[config.mk]
export PLATFORM = sky130hd
export DESIGN_NAME = angle_to_quadrature_pulses
export DESIGN_NICKNAME = d
export VERILOG_FILES = /design/src/hw/rtl/atqp_pkg.sv /design/src/hw/rtl/atqp_rem_unit.sv /design/src/hw/rtl/angle_to_quadrature_pulses.sv
export SDC_FILE = /design/constraint.sdc
export NUM_CORES = 1
export LEC_CHECK = 0
export ABC_CLOCK_PERIOD_IN_PS = 17520
export CAP_MARGIN = 20
export CORE_ASPECT_RATIO = 0.6
export CORE_MARGIN = 2
export CORE_UTILIZATION = 55
export CTS_CLUSTER_DIAMETER = 30
export CTS_CLUSTER_SIZE = 28
export DETAILED_ROUTE_END_ITERATION = 10
export DONT_BUFFER_PORTS = 1
export PLACE_DENSITY_LB_ADDON = 0.05
export SKIP_LAST_GASP = 1
export SYNTH_ARGS = -nofsm -noshare
export SYNTH_HDL_FRONTEND = slang
export SYNTH_HIERARCHICAL = 1
export SYNTH_SLANG_ARGS = --single-unit
[constraint.sdc]
create_clock -name clk -period 17.52 [get_ports clk]
set_input_delay 3.504 -clock clk [delete_from_list [all_inputs] [get_ports clk]]
set_output_delay 3.504 -clock clk [all_outputs]
set_load 0.1 [all_outputs]
[src/hw/rtl/atqp_pkg.sv]
`timescale 1ns / 1ps
// ----------------------------------------------------------------------------
// atqp_pkg
// Shared types and constants for the angle to quadrature pulse emulator.
// ----------------------------------------------------------------------------
package atqp_pkg;

    // field widths
    localparam int ANGLE_W = 20;
    localparam int PITCH_W = 19;
    localparam int SLOT_W  = 40;

    // millidegrees in one full turn
    localparam logic signed [ANGLE_W-1:0] FULL_TURN_MDEG = 20'sd360000;

    // slot pitch after reset, 360000 / 112
    localparam logic [PITCH_W-1:0] PITCH_RESET = 19'd3214;

    // index of the last of the four phases in one quadrature pulse
    localparam logic [1:0] LAST_PHASE = 2'd3;

    // sequencer states
    typedef enum logic [8:0] {
        S_IDLE = 9'b000000001,
        S_MUL  = 9'b000000010,
        S_ADD  = 9'b000000100,
        S_CHKF = 9'b000001000,
        S_CHKR = 9'b000010000,
        S_DIV  = 9'b000100000,
        S_ADJ  = 9'b001000000,
        S_UPD  = 9'b010000000,
        S_EMIT = 9'b100000000
    } atqp_state_t;

    // status of the remainder unit
    typedef struct packed {
        logic busy;
        logic done;
    } atqp_rem_status_t;

    // channel levels {a, b} for a phase of a forward or reverse pulse
    function automatic logic [1:0] phase_levels(input logic [1:0] phase,
                                                input logic       rev);
        logic fwd_a;
        logic fwd_b;
        fwd_a = (phase == 2'd0) || (phase == 2'd1);
        fwd_b = (phase == 2'd1) || (phase == 2'd2);
        return rev ? {fwd_b, fwd_a} : {fwd_a, fwd_b};
    endfunction

endpackage

[src/hw/rtl/atqp_rem_unit.sv]
`timescale 1ns / 1ps
// ----------------------------------------------------------------------------
// atqp_rem_unit
// Restoring remainder unit: one dividend bit per cycle through a shared
// compare and subtract against the slot pitch.
// ----------------------------------------------------------------------------
module atqp_rem_unit
    import atqp_pkg::*;
#(
    parameter int DW = 42
)
(
    input  logic                   clk,
    input  logic                   rst_n,
    input  logic                   start,
    input  logic [DW-1:0]          dividend,
    input  logic [PITCH_W-1:0]     divisor,
    output atqp_rem_status_t       status,
    output logic [PITCH_W-1:0]     remainder
);

    localparam int CNT_W = $clog2(DW + 1);

    logic [CNT_W-1:0]   cnt_reg;
    logic [CNT_W-1:0]   cnt_next;
    logic               busy_reg;
    logic               busy_next;
    logic               done_reg;
    logic               done_next;
    logic [DW-1:0]      quo_reg;
    logic [DW-1:0]      quo_next;
    logic [PITCH_W-1:0] rem_reg;
    logic [PITCH_W-1:0] rem_next;
    logic [PITCH_W:0]   rem_shift;
    logic [PITCH_W:0]   rem_sub;

    // shared compare and subtract step
    always_comb
    begin
        rem_shift = {rem_reg, quo_reg[DW-1]};
        rem_sub   = rem_shift - {1'b0, divisor};
    end

    // iteration control
    always_comb
    begin
        cnt_next  = cnt_reg;
        busy_next = busy_reg;
        done_next = 1'b0;
        quo_next  = quo_reg;
        rem_next  = rem_reg;
        if (start)
        begin
            cnt_next  = CNT_W'(DW);
            busy_next = 1'b1;
            quo_next  = dividend;
            rem_next  = '0;
        end
        else if (busy_reg)
        begin
            quo_next = {quo_reg[DW-2:0], 1'b0};
            if (rem_shift >= {1'b0, divisor})
            begin
                rem_next = rem_sub[PITCH_W-1:0];
            end
            else
            begin
                rem_next = rem_shift[PITCH_W-1:0];
            end
            cnt_next = cnt_reg - 1'b1;
            if (cnt_reg == CNT_W'(1))
            begin
                busy_next = 1'b0;
                done_next = 1'b1;
            end
        end
    end

    // control registers
    always_ff @(posedge clk or negedge rst_n)
    begin
        if (!rst_n)
        begin
            cnt_reg  <= '0;
            busy_reg <= 1'b0;
            done_reg <= 1'b0;
        end
        else
        begin
            cnt_reg  <= cnt_next;
            busy_reg <= busy_next;
            done_reg <= done_next;
        end
    end

    // datapath registers
    always_ff @(posedge clk)
    begin
        quo_reg <= quo_next;
        rem_reg <= rem_next;
    end

    assign status.busy = busy_reg;
    assign status.done = done_reg;
    assign remainder   = rem_reg;

endmodule

[src/hw/rtl/angle_to_quadrature_pulses.sv]
`timescale 1ns / 1ps
// ----------------------------------------------------------------------------
// angle_to_quadrature_pulses
// Quadrature encoder emulator driven by a yaw angle stream.
// ----------------------------------------------------------------------------
// Input channel: in_valid / in_stall with angle_mdeg, signed millidegrees.
// An item is taken when in_valid is high and in_stall is low. in_stall stays
// high from the accepted item until its last phase, if it has any, is taken.
// Output channel: out_valid / out_stall with pin_a, pin_b, direction, last.
// An item that passes the next slot yields four phase items, the fourth with
// last set; an item that passes no slot yields nothing.
// Steps: unwrap multiply, add, one or two range checks, then a remainder
// pass over W dividend bits (W = max(REV_COUNT_BITS + 21, 42), 42 by
// default), an adjust and an update that move the slot, and the four
// phases. An item that passes no slot ends after its range checks.
// The remainder unit takes one dividend bit per cycle.
// The receiver may stall any phase; the phase item holds until taken.
// Reset clears the revolution count, previous sample and slot angle, and
// loads the slot pitch with 3214. cfg_wr_en writes the pitch; write it only
// while idle, the block does not enforce this. A pitch of zero acts as one.
// ----------------------------------------------------------------------------
module angle_to_quadrature_pulses
    import atqp_pkg::*;
#(
    parameter int REV_COUNT_BITS = 16
)
(
    input  logic                      clk,
    input  logic                      rst_n,
    input  logic                      cfg_wr_en,
    input  logic [PITCH_W-1:0]        cfg_wr_data,
    input  logic                      in_valid,
    output logic                      in_stall,
    input  logic signed [ANGLE_W-1:0] angle_mdeg,
    output logic                      out_valid,
    input  logic                      out_stall,
    output logic                      pin_a,
    output logic                      pin_b,
    output logic                      direction,
    output logic                      last
);

    localparam int WIDE   = (REV_COUNT_BITS + 21 > 42) ? REV_COUNT_BITS + 21 : 42;
    localparam int PROD_W = REV_COUNT_BITS + ANGLE_W;

    atqp_state_t                      state_reg;
    atqp_state_t                      state_next;
    logic [PITCH_W-1:0]               pitch_reg;
    logic signed [ANGLE_W-1:0]        prev_reg;
    logic signed [REV_COUNT_BITS-1:0] rev_reg;
    logic signed [REV_COUNT_BITS-1:0] rev_next;
    logic signed [SLOT_W-1:0]         slot_reg;
    logic                             dir_reg;
    logic                             dir_next;
    logic [1:0]                       phase_reg;

    logic signed [REV_COUNT_BITS-1:0] rev_snap_reg;
    logic signed [ANGLE_W-1:0]        cur_reg;
    logic signed [PROD_W-1:0]         prod_reg;
    logic signed [WIDE-1:0]           smp_reg;
    logic signed [WIDE-1:0]           unwrap_reg;
    logic [PITCH_W-1:0]               add_reg;

    logic [PITCH_W-1:0]               pitch_eff;
    logic signed [WIDE-1:0]           pitch_wide;
    logic signed [WIDE-1:0]           slot_wide;
    logic signed [WIDE-1:0]           diff_f;
    logic signed [WIDE-1:0]           diff_r;
    logic                             fwd_hit;
    logic                             rev_hit;
    logic                             in_accept;
    logic                             out_accept;
    logic                             rem_start;
    logic [WIDE-1:0]                  rem_dividend;
    atqp_rem_status_t                 rem_status;
    logic [PITCH_W-1:0]               rem_value;
    logic [PITCH_W-1:0]               add_next;
    logic [1:0]                       levels;

    assign in_accept  = in_valid && !in_stall;
    assign out_accept = out_valid && !out_stall;
    assign in_stall   = (state_reg != S_IDLE);

    // effective pitch and wide operands
    always_comb
    begin
        pitch_eff  = (pitch_reg == '0) ? PITCH_W'(1) : pitch_reg;
        pitch_wide = WIDE'($signed({1'b0, pitch_eff}));
        slot_wide  = WIDE'(slot_reg);
        diff_f     = unwrap_reg - slot_wide;
        diff_r     = smp_reg - unwrap_reg;
        fwd_hit    = !diff_f[WIDE-1] && (diff_f != '0);
        rev_hit    = !diff_r[WIDE-1] && (diff_r != '0);
    end

    // revolution count moves when the sample lands on zero
    always_comb
    begin
        rev_next = rev_reg;
        if (angle_mdeg == '0)
        begin
            if (prev_reg > 0)
            begin
                rev_next = rev_reg + 1'b1;
            end
            else if (prev_reg < 0)
            begin
                rev_next = rev_reg - 1'b1;
            end
        end
    end

    // remainder unit start and operand
    assign rem_start    = ((state_reg == S_CHKF) && fwd_hit) ||
                          ((state_reg == S_CHKR) && rev_hit);
    assign rem_dividend = (state_reg == S_CHKF) ? $unsigned(diff_f) : $unsigned(diff_r);

    atqp_rem_unit #(
        .DW (WIDE)
    ) u_rem (
        .clk       (clk),
        .rst_n     (rst_n),
        .start     (rem_start),
        .dividend  (rem_dividend),
        .divisor   (pitch_eff),
        .status    (rem_status),
        .remainder (rem_value)
    );

    // distance from the unwrapped angle to the new slot
    always_comb
    begin
        if (dir_reg)
        begin
            add_next = (rem_value == '0) ? pitch_eff : rem_value;
        end
        else
        begin
            add_next = (rem_value == '0) ? '0 : pitch_eff - rem_value;
        end
    end

    // sequencer
    always_comb
    begin
        state_next = state_reg;
        dir_next   = dir_reg;
        case (state_reg)
            S_IDLE:
            begin
                if (in_valid)
                begin
                    state_next = S_MUL;
                end
            end
            S_MUL:
            begin
                state_next = S_ADD;
            end
            S_ADD:
            begin
                state_next = S_CHKF;
            end
            S_CHKF:
            begin
                if (fwd_hit)
                begin
                    dir_next   = 1'b0;
                    state_next = S_DIV;
                end
                else
                begin
                    state_next = S_CHKR;
                end
            end
            S_CHKR:
            begin
                if (rev_hit)
                begin
                    dir_next   = 1'b1;
                    state_next = S_DIV;
                end
                else
                begin
                    state_next = S_IDLE;
                end
            end
            S_DIV:
            begin
                if (rem_status.done)
                begin
                    state_next = S_ADJ;
                end
            end
            S_ADJ:
            begin
                state_next = S_UPD;
            end
            S_UPD:
            begin
                state_next = S_EMIT;
            end
            S_EMIT:
            begin
                if (out_accept && (phase_reg == LAST_PHASE))
                begin
                    state_next = S_IDLE;
                end
            end
            default:
            begin
                state_next = S_IDLE;
            end
        endcase
    end

    // control and architectural state
    always_ff @(posedge clk or negedge rst_n)
    begin
        if (!rst_n)
        begin
            state_reg <= S_IDLE;
            pitch_reg <= PITCH_RESET;
            prev_reg  <= '0;
            rev_reg   <= '0;
            slot_reg  <= '0;
            dir_reg   <= 1'b0;
            phase_reg <= '0;
        end
        else
        begin
            state_reg <= state_next;
            dir_reg   <= dir_next;
            if (cfg_wr_en)
            begin
                pitch_reg <= cfg_wr_data;
            end
            if (in_accept)
            begin
                prev_reg <= angle_mdeg;
                rev_reg  <= rev_next;
            end
            if (state_reg == S_UPD)
            begin
                slot_reg  <= SLOT_W'(unwrap_reg + WIDE'($signed({1'b0, add_reg})));
                phase_reg <= '0;
            end
            else if (out_accept)
            begin
                phase_reg <= phase_reg + 1'b1;
            end
        end
    end

    // datapath registers
    always_ff @(posedge clk)
    begin
        if (in_accept)
        begin
            rev_snap_reg <= rev_reg;
            cur_reg      <= angle_mdeg;
        end
        if (state_reg == S_MUL)
        begin
            prod_reg <= rev_snap_reg * FULL_TURN_MDEG;
            smp_reg  <= slot_wide - pitch_wide;
        end
        if (state_reg == S_ADD)
        begin
            unwrap_reg <= WIDE'(prod_reg) + WIDE'(cur_reg);
        end
        if (state_reg == S_ADJ)
        begin
            add_reg <= add_next;
        end
    end

    // phase item
    assign levels    = phase_levels(phase_reg, dir_reg);
    assign out_valid = (state_reg == S_EMIT);
    assign pin_a     = levels[1];
    assign pin_b     = levels[0];
    assign direction = dir_reg;
    assign last      = (phase_reg == LAST_PHASE);

endmodule
==> results by group <==
STA
  • Count of final setup violators: 0
  • Final min period: 6.55 ns
  • FMAX: 0.153 GHz
  • Setup WS post-layout: 10.97 ns
  • Max-slew violations: 0
  • Final hold vios: 0
  • Setup TNS: 0 ns
  • Rel. slew slack: 0.263
  • Unrepaired setup endpoints after global routing: false
  • Crit share post-route: 0.374
  • Setup Skew: 0.0155 ns
  • Worst-Margin Slew: 1.11 ns

Final layout
  • Largest register FFs: 42
  • NumNets Final: 3650
  • Layout cells sized above 1: 0.0812
  • Fill cells: 4420
  • ANT cells: 0
  • Area Growth Syn to Fin: 10.1%

Detailed routing
  • First-pass detailed-route iteration total: 6
  • Vias per cell: 6.04
  • Iteration-0 DRC count of the detailed router: 2430
  • Metal-1 WL: 39700 um
  • Post-DR wirelength/cell: 20.4 um
  • Met2 WL: 31100 um
  • Vias: 23700
  • Routed WL: 80200 um
  • Highest metal used: met4
  • Metal3 WL: 7970 um
  • Routed Antenna Nets: 0
  • # DRC: 0

Worst hold path
  • Min-Delay Endpoint: rev_reg[15]
  • Hold path start: rev_reg[15]
  • Hold path cells: 1
  • Worst Hold Class: flip-flop to flip-flop

Clock tree
  • Hold buffer count at cts: 0
  • # resized after CTS: 0
  • CTS tree: yes
  • CTS root buf: clkbuf_16
  • CTS H-tree lvls: 3
  • Clock-pin slew on the worst setup and hold paths: 0.05 ns
  • CTS Buf Count: 67
  • Clk buf depth: 3
  • Clock latency on the worst-skew pair: 0.59 ns
  • CTS sink cnt: 337
  • Setup Fix Bufs, Post-CTS: 0

Die
  • Die height: 183 um
  • Num ports: 50
  • Placeable core area: 52700 um^2
  • Die Span X: 303 um
  • DIE AREA: 55500 um^2
  • # rows: 65
  • Initial Utilization: 0.559

GRT
  • Vias in the first global route: 22500
  • Global Route Usage Sum: 0.292
  • Total gr overflow: 0
  • Pin count of the biggest net entering global routing: 114
  • First-pass GRT wire length: 126000 um
  • Initial antenna violation count: 2

Worst setup path
  • Slowest-stage cell, CP: edfxtp_1
  • Max incr delay on CP: 0.63 ns
  • Worst R2R Setup Slack: 10.97 ns
  • WP data required: 17.85 ns
  • Critical path capture point type: flip-flop
  • Worst EP arrival: 6.88 ns
  • Top Family by Delay on Critical Path: adder cells
  • Crit path top cell by count: fa_1
  • CP startpoint kind: flip-flop
  • RR Startpoint: rev_snap_reg[7]
  • Setup CP Type: flip-flop to flip-flop
  • CP Cell Sequence: fa_1, inv_1, fa_1, fa_1, inv_1, fa_1, fa_1, inv_1, fa_1, inv_1, ha_1, nand3_1, o31ai_1, o211ai_1, a211oi_1, nor2_1, o21ai_0, a21o_1, a21oi_1, xnor2_1
  • Reg2reg end: prod_reg[34]
  • Critical-path maximum fanout: 9
  • Bufs and invs on worst path: 4
  • R2R depth: 20

Place
  • Pre-CTS setup slack: 10.99 ns
  • DP HPWL: 63600 um
  • Placer Congestion: 0.990
  • # port buffers: 0

Synth
  • Post-Syn Nets: 3666
  • Post-Syn Area: 29400 um^2
  • Syn avg cell area: 9.24 um^2
  • Gate Count Post-Synth: 3187
  • Yosys synthesis warning count: 6

Outcome
  • Outcome: finished, final reports clean

Flow run
  • Max Cap Viol: 0
routing by layer:
metal	global-route usage	vias to the layer above
met2	0.392	1038
li1	-	11200
met4	0.0621	0
met1	0.470	11400
met5	0	-
met3	0.0655	128
layout by cell type (no fill, tap or decap), types with 22 or more instances in the layout:
master and instances:
nand3_1 70, nand4_1 32, nor2b_1 31, a21oi_1 204, inv_1 381, nor2_1 180
nor4_1 36, o21ai_0 188, ha_1 316, dfrtp_1 106, and3_1 29, clkbuf_16 70
nand2b_1 34, xor2_1 65, nand2_1 299, edfxtp_1 205, nor3_1 41, mux2_2 54
o21bai_1 30, a211oi_1 31, a21o_1 79, a31oi_1 22, o21a_1 30, fa_1 119
xnor2_1 149
cell type report:
cell class | instances | area, um^2 | area share
clock buffer | 78 | 1810 | 0.0559
clock inverter | 46 | 553 | 0.0171
inverter | 383 | 1440 | 0.0443
multi-input combinational | 2362 | 18200 | 0.562
sequential | 337 | 9370 | 0.289
tap | 703 | 880 | 0.0271
timing repair buffer | 20 | 148 | 0.00455
how the worst max path moves through the flow:
| stage | from | to | depth (start not counted) |
|---|---|---|---|
| 2_1_floorplan | direction | pin_b | 2 |
| 5_1_grt | rev_snap_reg[7] | prod_reg[34] | 20 |
| 3_3_place_gp | rev_snap_reg[6] | prod_reg[34] | 20 |
| 4_1_cts | rev_snap_reg[7] | prod_reg[34] | 20 |
| 3_5_place_dp | rev_snap_reg[7] | prod_reg[34] | 20 |
| 6_report | rev_snap_reg[7] | prod_reg[34] | 20 |
per-stage QoR:
step,utilization,instance area (um^2),hold WS (ns),instances
after global routing,0.615,32400,0.481,3929
after global placement,0.570,30100,0.455,3804
after detailed placement,0.570,30100,0.457,3804
after CTS,0.615,32400,0.468,3928
final,0.615,32400,0.464,3929
after floorplan,-,29400,0.400,3187
Power is left out: the tool's default activity adds up to more than one toggle a clock period on the data nets, which glitch-free logic cannot reach.
